==> src/rtl/prp_pkg.sv <==
// Shared types and codes for the pipe ring pool.
package prp_pkg;

    localparam logic [2:0] ACT_ALLOC   = 3'd0;
    localparam logic [2:0] ACT_CLOSE_R = 3'd1;
    localparam logic [2:0] ACT_CLOSE_W = 3'd2;
    localparam logic [2:0] ACT_READ    = 3'd3;
    localparam logic [2:0] ACT_WRITE   = 3'd4;

    localparam logic [2:0] ST_OK      = 3'd0;
    localparam logic [2:0] ST_NOFREE  = 3'd1;
    localparam logic [2:0] ST_BLOCK   = 3'd2;
    localparam logic [2:0] ST_EOF     = 3'd3;
    localparam logic [2:0] ST_EPIPE   = 3'd4;
    localparam logic [2:0] ST_IGNORED = 3'd5;

    localparam int ALLOC_LIMIT = 16;

    typedef struct packed {
        logic [2:0] action;
        logic [3:0] pipe_index;
        logic [7:0] write_data;
    } req_t;

    typedef struct packed {
        logic [2:0] status;
        logic [7:0] read_data;
        logic [3:0] granted_index;
        logic       wake_readers;
        logic       wake_writers;
    } rsp_t;

    typedef enum logic [1:0] {
        S_IDLE,
        S_EXEC,
        S_FETCH
    } state_t;

endpackage

==> src/rtl/prp_ram.sv <==
// Generic single-write, single-read RAM with registered read data.
module prp_ram
    import prp_pkg::*;
#(
    parameter int WIDTH = 8,
    parameter int DEPTH = 16
) (
    input  logic                                 clk,
    input  logic                                 we,
    input  logic [(DEPTH > 1 ? $clog2(DEPTH) : 1)-1:0] waddr,
    input  logic [WIDTH-1:0]                     wdata,
    input  logic [(DEPTH > 1 ? $clog2(DEPTH) : 1)-1:0] raddr,
    output logic [WIDTH-1:0]                     rdata
);

    logic [WIDTH-1:0] mem [DEPTH];
    logic [WIDTH-1:0] rdata_reg;

    always_ff @(posedge clk)
    begin
        if (we)
        begin
            mem[waddr] <= wdata;
        end
        rdata_reg <= mem[raddr];
    end

    assign rdata = rdata_reg;

endmodule

==> config.mk <==
export PLATFORM = sky130hd
export DESIGN_NAME = prp_ram
export DESIGN_NICKNAME = d
export VERILOG_FILES = /design/src/rtl/prp_pkg.sv /design/src/rtl/prp_ram.sv
export SDC_FILE = /design/constraint.sdc
export NUM_CORES = 1
export LEC_CHECK = 0
export ABC_AREA = 1
export BUFFER_PORTS_ARGS = -buffer_cell sky130_fd_sc_hd__buf_2
export CELL_PAD_IN_SITES_DETAIL_PLACEMENT = 1
export CELL_PAD_IN_SITES_GLOBAL_PLACEMENT = 1
export CORE_UTILIZATION = 52
export DETAILED_ROUTE_END_ITERATION = 12
export PLACE_DENSITY_LB_ADDON = 0.15
export REMOVE_ABC_BUFFERS = 1
export SLEW_MARGIN = 30
export SYNTH_ARGS = -nofsm -noshare
export SYNTH_HDL_FRONTEND = slang
export SYNTH_SLANG_ARGS = --single-unit
==> constraint.sdc <==
create_clock -name clk -period 2.3 [get_ports clk]
set_input_delay 0.23 -clock clk [delete_from_list [all_inputs] [get_ports clk]]
set_output_delay 0.23 -clock clk [all_outputs]
set_load 0.03 [all_outputs]
==> flow_summary_export.csv, run 1 <==
group,metric,value,unit
status,outcome,"completed",
layout,fillers,1187,
layout,synthToLayoutAreaGrowth,13.5,%
placed_design,post-place-ws,0.666,ns
floorplanning,dieArea,11500,um2
power_and_ir_drop,p_seq_frac,0.499,
floorplanning,die_y,107,um
routing,viasPerCell,5.38,
cts,cts_resized,0,
timing,fmax,0.768,GHz
setup_path,crit_family,"flip-flops",
synth,syn_inst,551,
floorplanning,die_w,107,um
placed_design,hpwl,9200,um
placed_design,portBuffers,25,
timing,worstMarginPinSlew,0.829,ns
routing,routed_wl,15000,um
cts,hold_buffers,0,
layout,finalInstanceArea,6550,um2
setup_path,worst-path-buf-inv,1,
min_path,hold_class,"in2reg",
floorplanning,rows,38,
layout,multi_input_area,1210,um2
routing,drc,0,
routing,drtIter0Drc,233,
power_and_ir_drop,swShare,0.234,
synth,syn_area,5770,um2
setup_path,cp.required,2.07,ns
layout,antenna_cells,0,
timing,slew_violations,0,
routing,vias,3971,
timing,fin_skew,0.00790,ns
grt,antenna_found_initial,0,
cts,cts_buffers,17,
synth,synth_warnings,0,
grt,grt_usage,0.286,
timing,finalSetupViolCount,0,
synth,synth_area_per_cell,10.5,um2
placed_design,dpl.cell_count,706,
setup_path,path_class,"reg2out",
power_and_ir_drop,p_comb_frac,0.067,
timing,final.min_clock_period,1.30,ns
power_and_ir_drop,pwr-share-clk,0.434,
cts,clock_latency,0.53,ns
setup_path,critPathMaxFanout,1,
cts,cts_buffer_depth,2,
cts,cts_sinks,136,
setup_path,reg2reg_from,"mem[1][0]",
grt,grt_max_degree,65,
cts,h-tree-depth,4,
routing,first_pass_iters,5,
setup_path,start_kind,"flip-flop",
power_and_ir_drop,p_per_area,854,nW/um2
setup_path,path_cells,"buf_2",
power_and_ir_drop,internal-power,4.28,mW
floorplanning,core,10800,um2
routing,ant_nets,0,
synth,yosysSeqAreaShare,0.694,
synth,synth-seq-cells,136,
timing,worst_slack,0.998,ns
setup_path,worstPathArrival,1.07,ns
setup_path,cp-end-kind,"output port",
placed_design,placed_cell_area,6020,um2
timing,tns,0,ns
timing,hold_viol,0,
power_and_ir_drop,vdd_drop_max,0.478,mV
setup_path,crit_path_top_delay_cell,"dfxtp_1",
layout,layout.nets,603,
synth,synth_cell_types,12,
power_and_ir_drop,netSwitchingPower,1.31,mW
setup_path,startpoint,"rdata[5]",
layout,drive_gt1_frac,0.114,
grt,grt-ovfl-total,0,
floorplanning,num_io_pins,26,
timing,relSlewSlack,0.445,
cts,path_clk_slew,0.06,ns
layout,largest_reg_flops,128,
cts,tritoncts,"done",
timing,rsz0062_at_grt,"false",
cts,clockRootBuffer,"clkbuf_8",
min_path,hp-start,"raddr[3]",
timing,fin_crit_sh,0.566,
grt,grt_pass1_vias,4134,
placed_design,place_congestion,0.821,
grt,grt_pass1_wl,23100,um
layout,fin_cells,738,
layout,seqCellArea,4000,um2
power_and_ir_drop,p_leak,2.84,nW
job,maxCapViolCount,0,
cts,postCtsSetupBuffers,0,
setup_path,max_stage_delay,0.34,ns
routing,wl_per_cell,20.3,um
floorplanning,start_util,0.532,
## metal layers
layer | GRT usage | wire length (um)
met2 | 0.494 | 7690
met1 | 0.353 | 6180
met4 | 0.116 | 344
met5 | 0 | 0
met3 | 0.0551 | 773
## path summary, 6_finish.rpt
kind / endpoint / slack (ns) / cells past startpoint
max reg2reg: rdata[0] / 1.24 / 6
min: rdata[1] / 0.1 / 3
max: rdata[5] / 1.0 / 1
min reg2reg: rdata[1] / 0.67 / 6
## layout make-up
class	instances	share of cell area
clock buffer	18	0.0639
clock inverter	14	0.0166
inverter	102	0.0585
multi-input combinational	289	0.185
sequential	136	0.612
tap	140	0.0268
timing repair buffer	39	0.0371
## layout by cell type, fill, tap and decap left out, types with 4 or more instances in the layout
cell type,count
inv_1,100
nand2_1,173
clkinv_1,4
buf_4,13
dfxtp_1,8
nand3_1,97
buf_2,25
nor2_1,17
edfxtp_1,128
clkbuf_16,16
## cells in the mapped netlist
library cell / count / area, um2
dfxtp_1: 8 / 160
buf_4: 4 / 30.0
inv_1: 100 / 375
inv_2: 2 / 7.51
buf_1: 1 / 3.75
nand3_1: 97 / 485
buf_6: 6 / 67.6
buf_2: 13 / 65.1
nand3b_1: 2 / 15.0
nand2_1: 173 / 649
nor2_1: 17 / 63.8
edfxtp_1: 128 / 3840
## through the flow
stage | hold WS (ns) | util | power, mW
floorplan | 0.329 | - | 3.02
global placement | 0.632 | 0.555 | 3.20
detailed placement | 0.637 | 0.555 | 3.21
CTS | 0.0842 | 0.604 | 5.62
global route | 0.122 | 0.604 | 5.74
finish | 0.0978 | 0.604 | 5.59
## kinds of logic after synthesis
kind of cell  Yosys count  synth area share
buf+inv               126            0.0952
flops                 136             0.694
simple gates          289             0.210
## power by group through the flow
stage / Combinational, mW / Clock, mW / Sequential, mW
after floorplan: 0.150 / 0 / 2.87
after global placement: 0.358 / 0 / 2.84
after detailed placement: 0.371 / 0 / 2.84
after CTS: 0.375 / 2.45 / 2.79
after global routing: 0.408 / 2.54 / 2.79
final: 0.373 / 2.43 / 2.79
No activity file was read; power rests on OpenSTA's default activity.
==> run 2: changes to the inputs <==
--- a/config.mk
+++ b/config.mk
@@ -9,7 +9,7 @@
 export BUFFER_PORTS_ARGS = -buffer_cell sky130_fd_sc_hd__buf_2
 export CELL_PAD_IN_SITES_DETAIL_PLACEMENT = 1
 export CELL_PAD_IN_SITES_GLOBAL_PLACEMENT = 1
-export CORE_UTILIZATION = 52
+export CORE_UTILIZATION = 49
 export DETAILED_ROUTE_END_ITERATION = 12
 export PLACE_DENSITY_LB_ADDON = 0.15
 export REMOVE_ABC_BUFFERS = 1
==> constraint.sdc (replaced) <==
create_clock -name clk -period 1.2 [get_ports clk]
set_input_delay 0.12 -clock clk [delete_from_list [all_inputs] [get_ports clk]]
set_output_delay 0.12 -clock clk [all_outputs]
set_load 0.03 [all_outputs]
==> run 2 against run 1 <==
Net effect:
- register-to-register slack lost 1.2 ns
- non-clock buffer count grew 12
- count of clock-buffer cells in the layout grew 4
- combinational power grew 110%
- die area grew 6.0%
- flip-flop and latch count is the same
- worst setup slack lost 0.91 ns
- core utilization shrank 1.7 points
- critical path depth grew 5
- sequential power grew 92%
- total power grew 96%
==> flow_summary_export.csv, run 2 (synthesis results as in run 1) <==
group,metric,value,unit
grt,grt_pass1_vias,4249,
routing,vias,4002,
cts,tritoncts,"done",
routing,drtIter0Drc,218,
placed_design,portBuffers,25,
cts,cts_resized,0,
layout,largest_reg_flops,128,
power_and_ir_drop,p_per_area,1630,nW/um2
power_and_ir_drop,p_leak,2.95,nW
layout,layout_commonest_cell,"nand2_1",
grt,grt_usage,0.264,
floorplanning,num_io_pins,26,
timing,final.min_clock_period,1.11,ns
status,outcome,"completed",
grt,grt-ovfl-total,0,
setup_path,cp-end-kind,"flip-flop",
cts,hold_buffers,0,
routing,viasPerCell,5.31,
timing,worstMarginPinSlew,0.397,ns
layout,finalInstanceArea,6730,um2
cts,cts_buffer_depth,2,
placed_design,place_congestion,0.788,
min_path,hp-start,"raddr[3]",
routing,wl_per_cell,20.1,um
grt,grt_max_degree,51,
cts,postCtsSetupBuffers,0,
min_path,hold_end,"rdata[6]",
routing,drc,0,
layout,fin_util,0.586,
min_path,hold_class,"in2reg",
setup_path,cp.required,1.50,ns
timing,fin_skew,0.00595,ns
setup_path,reg2reg_from,"mem[13][6]",
routing,routed_wl,15200,um
layout,fin_cells,753,
floorplanning,dieArea,12200,um2
setup_path,critPathMaxFanout,1,
timing,timing.hold.ws,0.0882,ns
floorplanning,rows,39,
setup_path,rrSetupSlack,0.09,ns
timing,relSlewSlack,0.735,
timing,hold_viol,0,
floorplanning,core,11500,um2
job,maxCapViolCount,0,
timing,rsz0062_at_grt,"false",
layout,drive_gt1_frac,0.134,
layout,antenna_cells,0,
routing,ant_nets,0,
timing,worst_slack,0.0877,ns
placed_design,hpwl,9390,um
floorplanning,die_y,110,um
cts,path_clk_slew,0.05,ns
placed_design,post-place-ws,-0.0844,ns
setup_path,worstPathArrival,1.41,ns
timing,finalSetupViolCount,0,
floorplanning,start_util,0.503,
layout,layout_common_cells,"nand2_1, edfxtp_1, inv_1, nand3_1, buf_2",
cts,clock_latency,0.42,ns
layout,layout.nets,615,
placed_design,dpl.cell_count,721,
setup_path,path_class,"reg2reg",
layout,synthToLayoutAreaGrowth,16.6,%
cts,cts_sinks,136,
timing,fmax,0.899,GHz
cts,cts_buffers,17,
timing,slew_violations,0,
placed_design,placed_cell_area,6170,um2
grt,grt_pass1_wl,23800,um
setup_path,start_kind,"flip-flop",
floorplanning,die_w,110,um
setup_path,reg2reg_depth,6,
setup_path,r2r_end,"rdata[6]",
power_and_ir_drop,vdd_drop_max,0.899,mV
layout,fillers,1232,
grt,antenna_found_initial,0,
cts,clockRootBuffer,"clkbuf_16",
cts,h-tree-depth,4,
timing,fin_crit_sh,0.927,
min_path,min_path_cells,3,
routing,first_pass_iters,5,
-- run 2: cell count changes in the layout (fill, tap and decap cells not counted), moves of 2 or more --
cell	before	now
clkbuf_8	1	3
buf_4	13	20
buf_12	1	6
clkinv_4	2	0
clkinv_1	4	1
clkinvlp_4	3	1
clkinv_2	3	7
-- run 2: metrics by stage --
stage,power (mW),TNS [ns]
global placement,6.17,-0.0576
global route,11.2,0
CTS,11.0,0
floorplan,5.78,0
finish,10.9,0
detailed placement,6.21,-0.152
-- run 2: how the worst max path moves through the flow --
| stage | startpoint | end | cells after the start |
|---|---|---|---|
| finish | mem[13][6] | rdata[6] | 6 |
| global route | mem[13][6] | rdata[6] | 6 |
| CTS | rdata[0] | rdata[0] | 1 |
| detailed placement | raddr[0] | rdata[0] | 8 |
| global placement | raddr[0] | rdata[4] | 9 |
| floorplan | raddr[0] | rdata[2] | 6 |
-- run 2: area by class of cell --
type	count	area, um2	area share
repair buffers	51	395	0.0588
clock buffers	22	474	0.0705
clock inverters	10	76.3	0.0113
well taps	143	179	0.0266
flip-flops and latches	136	4000	0.595
inverters	102	383	0.0569
multi-input cells	289	1210	0.180
-- run 2: routing by layer --
metal	up-vias	track usage	wire length [um]
li1	1862	-	-
met1	1998	0.343	6280
met2	120	0.439	7770
met3	22	0.0576	891
met4	0	0.0916	216
met5	-	0	0
-- run 2: critical path: stages (launching register included) --
cell and delay, ns:
edfxtp_1 0.36, inv_1 0.06, nand2_1 0.05, nand3_1 0.10
nand3_1 0.16, nand3_1 0.17, nand2_1 0.09
-- run 2: report_power, final --
group	switching (mW)	internal [mW]	total [mW]
Clock	1.86	2.97	4.83
Combinational	0.543	0.224	0.767
Sequential	0.0356	5.31	5.35
==> run 3: changes to the inputs <==
--- a/config.mk
+++ b/config.mk
@@ -9,6 +9,7 @@
 export BUFFER_PORTS_ARGS = -buffer_cell sky130_fd_sc_hd__buf_2
 export CELL_PAD_IN_SITES_DETAIL_PLACEMENT = 1
 export CELL_PAD_IN_SITES_GLOBAL_PLACEMENT = 1
+export CORE_MARGIN = 4
 export CORE_UTILIZATION = 49
 export DETAILED_ROUTE_END_ITERATION = 12
 export PLACE_DENSITY_LB_ADDON = 0.15
==> run 3 against run 2 <==
Net effect:
- sequential power barely moved
- clock skew rose by 0.0024 ns
- via count rose by 1.3%
- wire length rose by 0.36%
- worst setup slack improved by 0.040 ns
- largest power group unchanged
- clock power rose by 7.9%
- count of clock-buffer cells in the layout fell by 4
- combinational power rose by 0.8%
- largest cell class unchanged
- critical path depth fell by 5
- register-to-register slack improved by 0.08 ns
==> flow_summary_export.csv, run 3 (synthesis results as in run 1) <==
group,metric,value,unit
setup_path,path_class,"reg2out",
routing,wl_per_cell,19.9,um
floorplanning,num_io_pins,26,
timing,hold_viol,0,
cts,tritoncts,"done",
setup_path,worst-path-buf-inv,1,
layout,fillers,1257,
timing,tns,0,ns
routing,first_pass_iters,5,
timing,slew_violations,0,
cts,clock_latency,0.43,ns
timing,worstMarginPinSlew,0.395,ns
timing,final.min_clock_period,1.07,ns
routing,ant_nets,0,
routing,viasPerCell,5.31,
routing,drc,0,
setup_path,path_cells,"buf_2",
routing,routed_wl,15200,um
layout,largest_reg_flops,128,
power_and_ir_drop,p_total,11.3,mW
cts,h-tree-depth,4,
floorplanning,dieArea,13600,um2
setup_path,crit_family,"flip-flops",
routing,drtIter0Drc,212,
placed_design,placed_cell_area,6240,um2
layout,layout.nets,626,
setup_path,max_stage_delay,0.32,ns
grt,use_met1,0.317,
grt,grt_pass1_vias,4337,
setup_path,worstPathArrival,0.95,ns
routing,vias,4055,
layout,drive_gt1_frac,0.150,
grt,busiest_layer,"met2",
power_and_ir_drop,vdd_drop_max,1.28,mV
floorplanning,core,11500,um2
placed_design,portBuffers,25,
placed_design,place_congestion,0.786,
timing,fmax,0.932,GHz
placed_design,hpwl,9280,um
grt,grt_max_degree,42,
grt,antenna_found_initial,0,
layout,antenna_cells,0,
setup_path,crit_path_top_delay_cell,"dfxtp_1",
min_path,hold_class,"in2reg",
cts,postCtsSetupBuffers,0,
layout,layout_common_cells,"nand2_1, edfxtp_1, inv_1, nand3_1, buf_4",
setup_path,cp-end-kind,"output port",
timing,rsz0062_at_grt,"false",
grt,grt-ovfl-total,0,
job,maxCapViolCount,0,
setup_path,cp.required,1.08,ns
layout,layout_commonest_cell,"nand2_1",
layout,synthToLayoutAreaGrowth,18.5,%
cts,cts_sinks,136,
floorplanning,die_w,116,um
timing,relSlewSlack,0.736,
layout,finalInstanceArea,6830,um2
grt,grt_usage,0.245,
power_and_ir_drop,p_leak,3.01,nW
floorplanning,start_util,0.503,
timing,finalSetupViolCount,0,
cts,hold_buffers,0,
setup_path,critPathMaxFanout,1,
cts,cts_resized,0,
grt,use_met2,0.411,
cts,clockRootBuffer,"clkbuf_16",
grt,gr-usage-met3,0.0575,
timing,fin_skew,0.00834,ns
setup_path,rrSetupSlack,0.17,ns
floorplanning,rows,39,
timing,fin_crit_sh,0.894,
power_and_ir_drop,p_per_area,1660,nW/um2
cts,path_clk_slew,0.06,ns
status,outcome,"completed",
grt,grt_pass1_wl,23900,um
cts,cts_buffers,17,
setup_path,start_kind,"flip-flop",
floorplanning,die_y,116,um
cts,cts_buffer_depth,2,
## run 3: stage by stage
stage | instances | hold slack [ns] | util | setup WS, ns
3_3_place_gp | 732 | 0.549 | 0.545 | 0.0174
6_report | 764 | 0.102 | 0.596 | 0.127
5_1_grt | 764 | 0.107 | 0.596 | 0.0617
3_5_place_dp | 732 | 0.555 | 0.545 | -0.000385
4_1_cts | 764 | 0.102 | 0.596 | 0.122
2_1_floorplan | 527 | 0.219 | - | 0.0995
## run 3: where the power goes
part | internal (mW) | switching [mW] | leakage, nW
Sequential | 5.31 | 0.0320 | 1.22
Combinational | 0.229 | 0.544 | 1.51
Clock | 3.23 | 1.97 | 0.281
Total | 8.77 | 2.55 | 3.01
## run 3: area by class of cell
| class | instances | area [um2] | area share |
|---|---|---|---|
| inverters | 102 | 383 | 0.0560 |
| repair buffers | 62 | 465 | 0.0681 |
| clock inverters | 14 | 158 | 0.0231 |
| well taps | 143 | 179 | 0.0262 |
| clock buffers | 18 | 429 | 0.0628 |
| multi-input cells | 289 | 1210 | 0.178 |
| flip-flops and latches | 136 | 4000 | 0.586 |
## run 3: path summary, 6_finish.rpt
kind	startpoint	to	cells after the start
min	wdata[1]	mem[3][1]	1
max reg2reg	mem[1][0]	rdata[0]	6
min reg2reg	mem[10][6]	rdata[6]	6
max	rdata[4]	rdata[4]	1
## run 3: per-layer routing
layer | wire [um] | up-vias | share of wire
met1 | 6310 | 2004 | 0.41
li1 | - | 1891 | -
met3 | 829 | 30 | 0.054
met5 | 0 | - | 0
met4 | 290 | 0 | 0.019
met2 | 7790 | 130 | 0.51
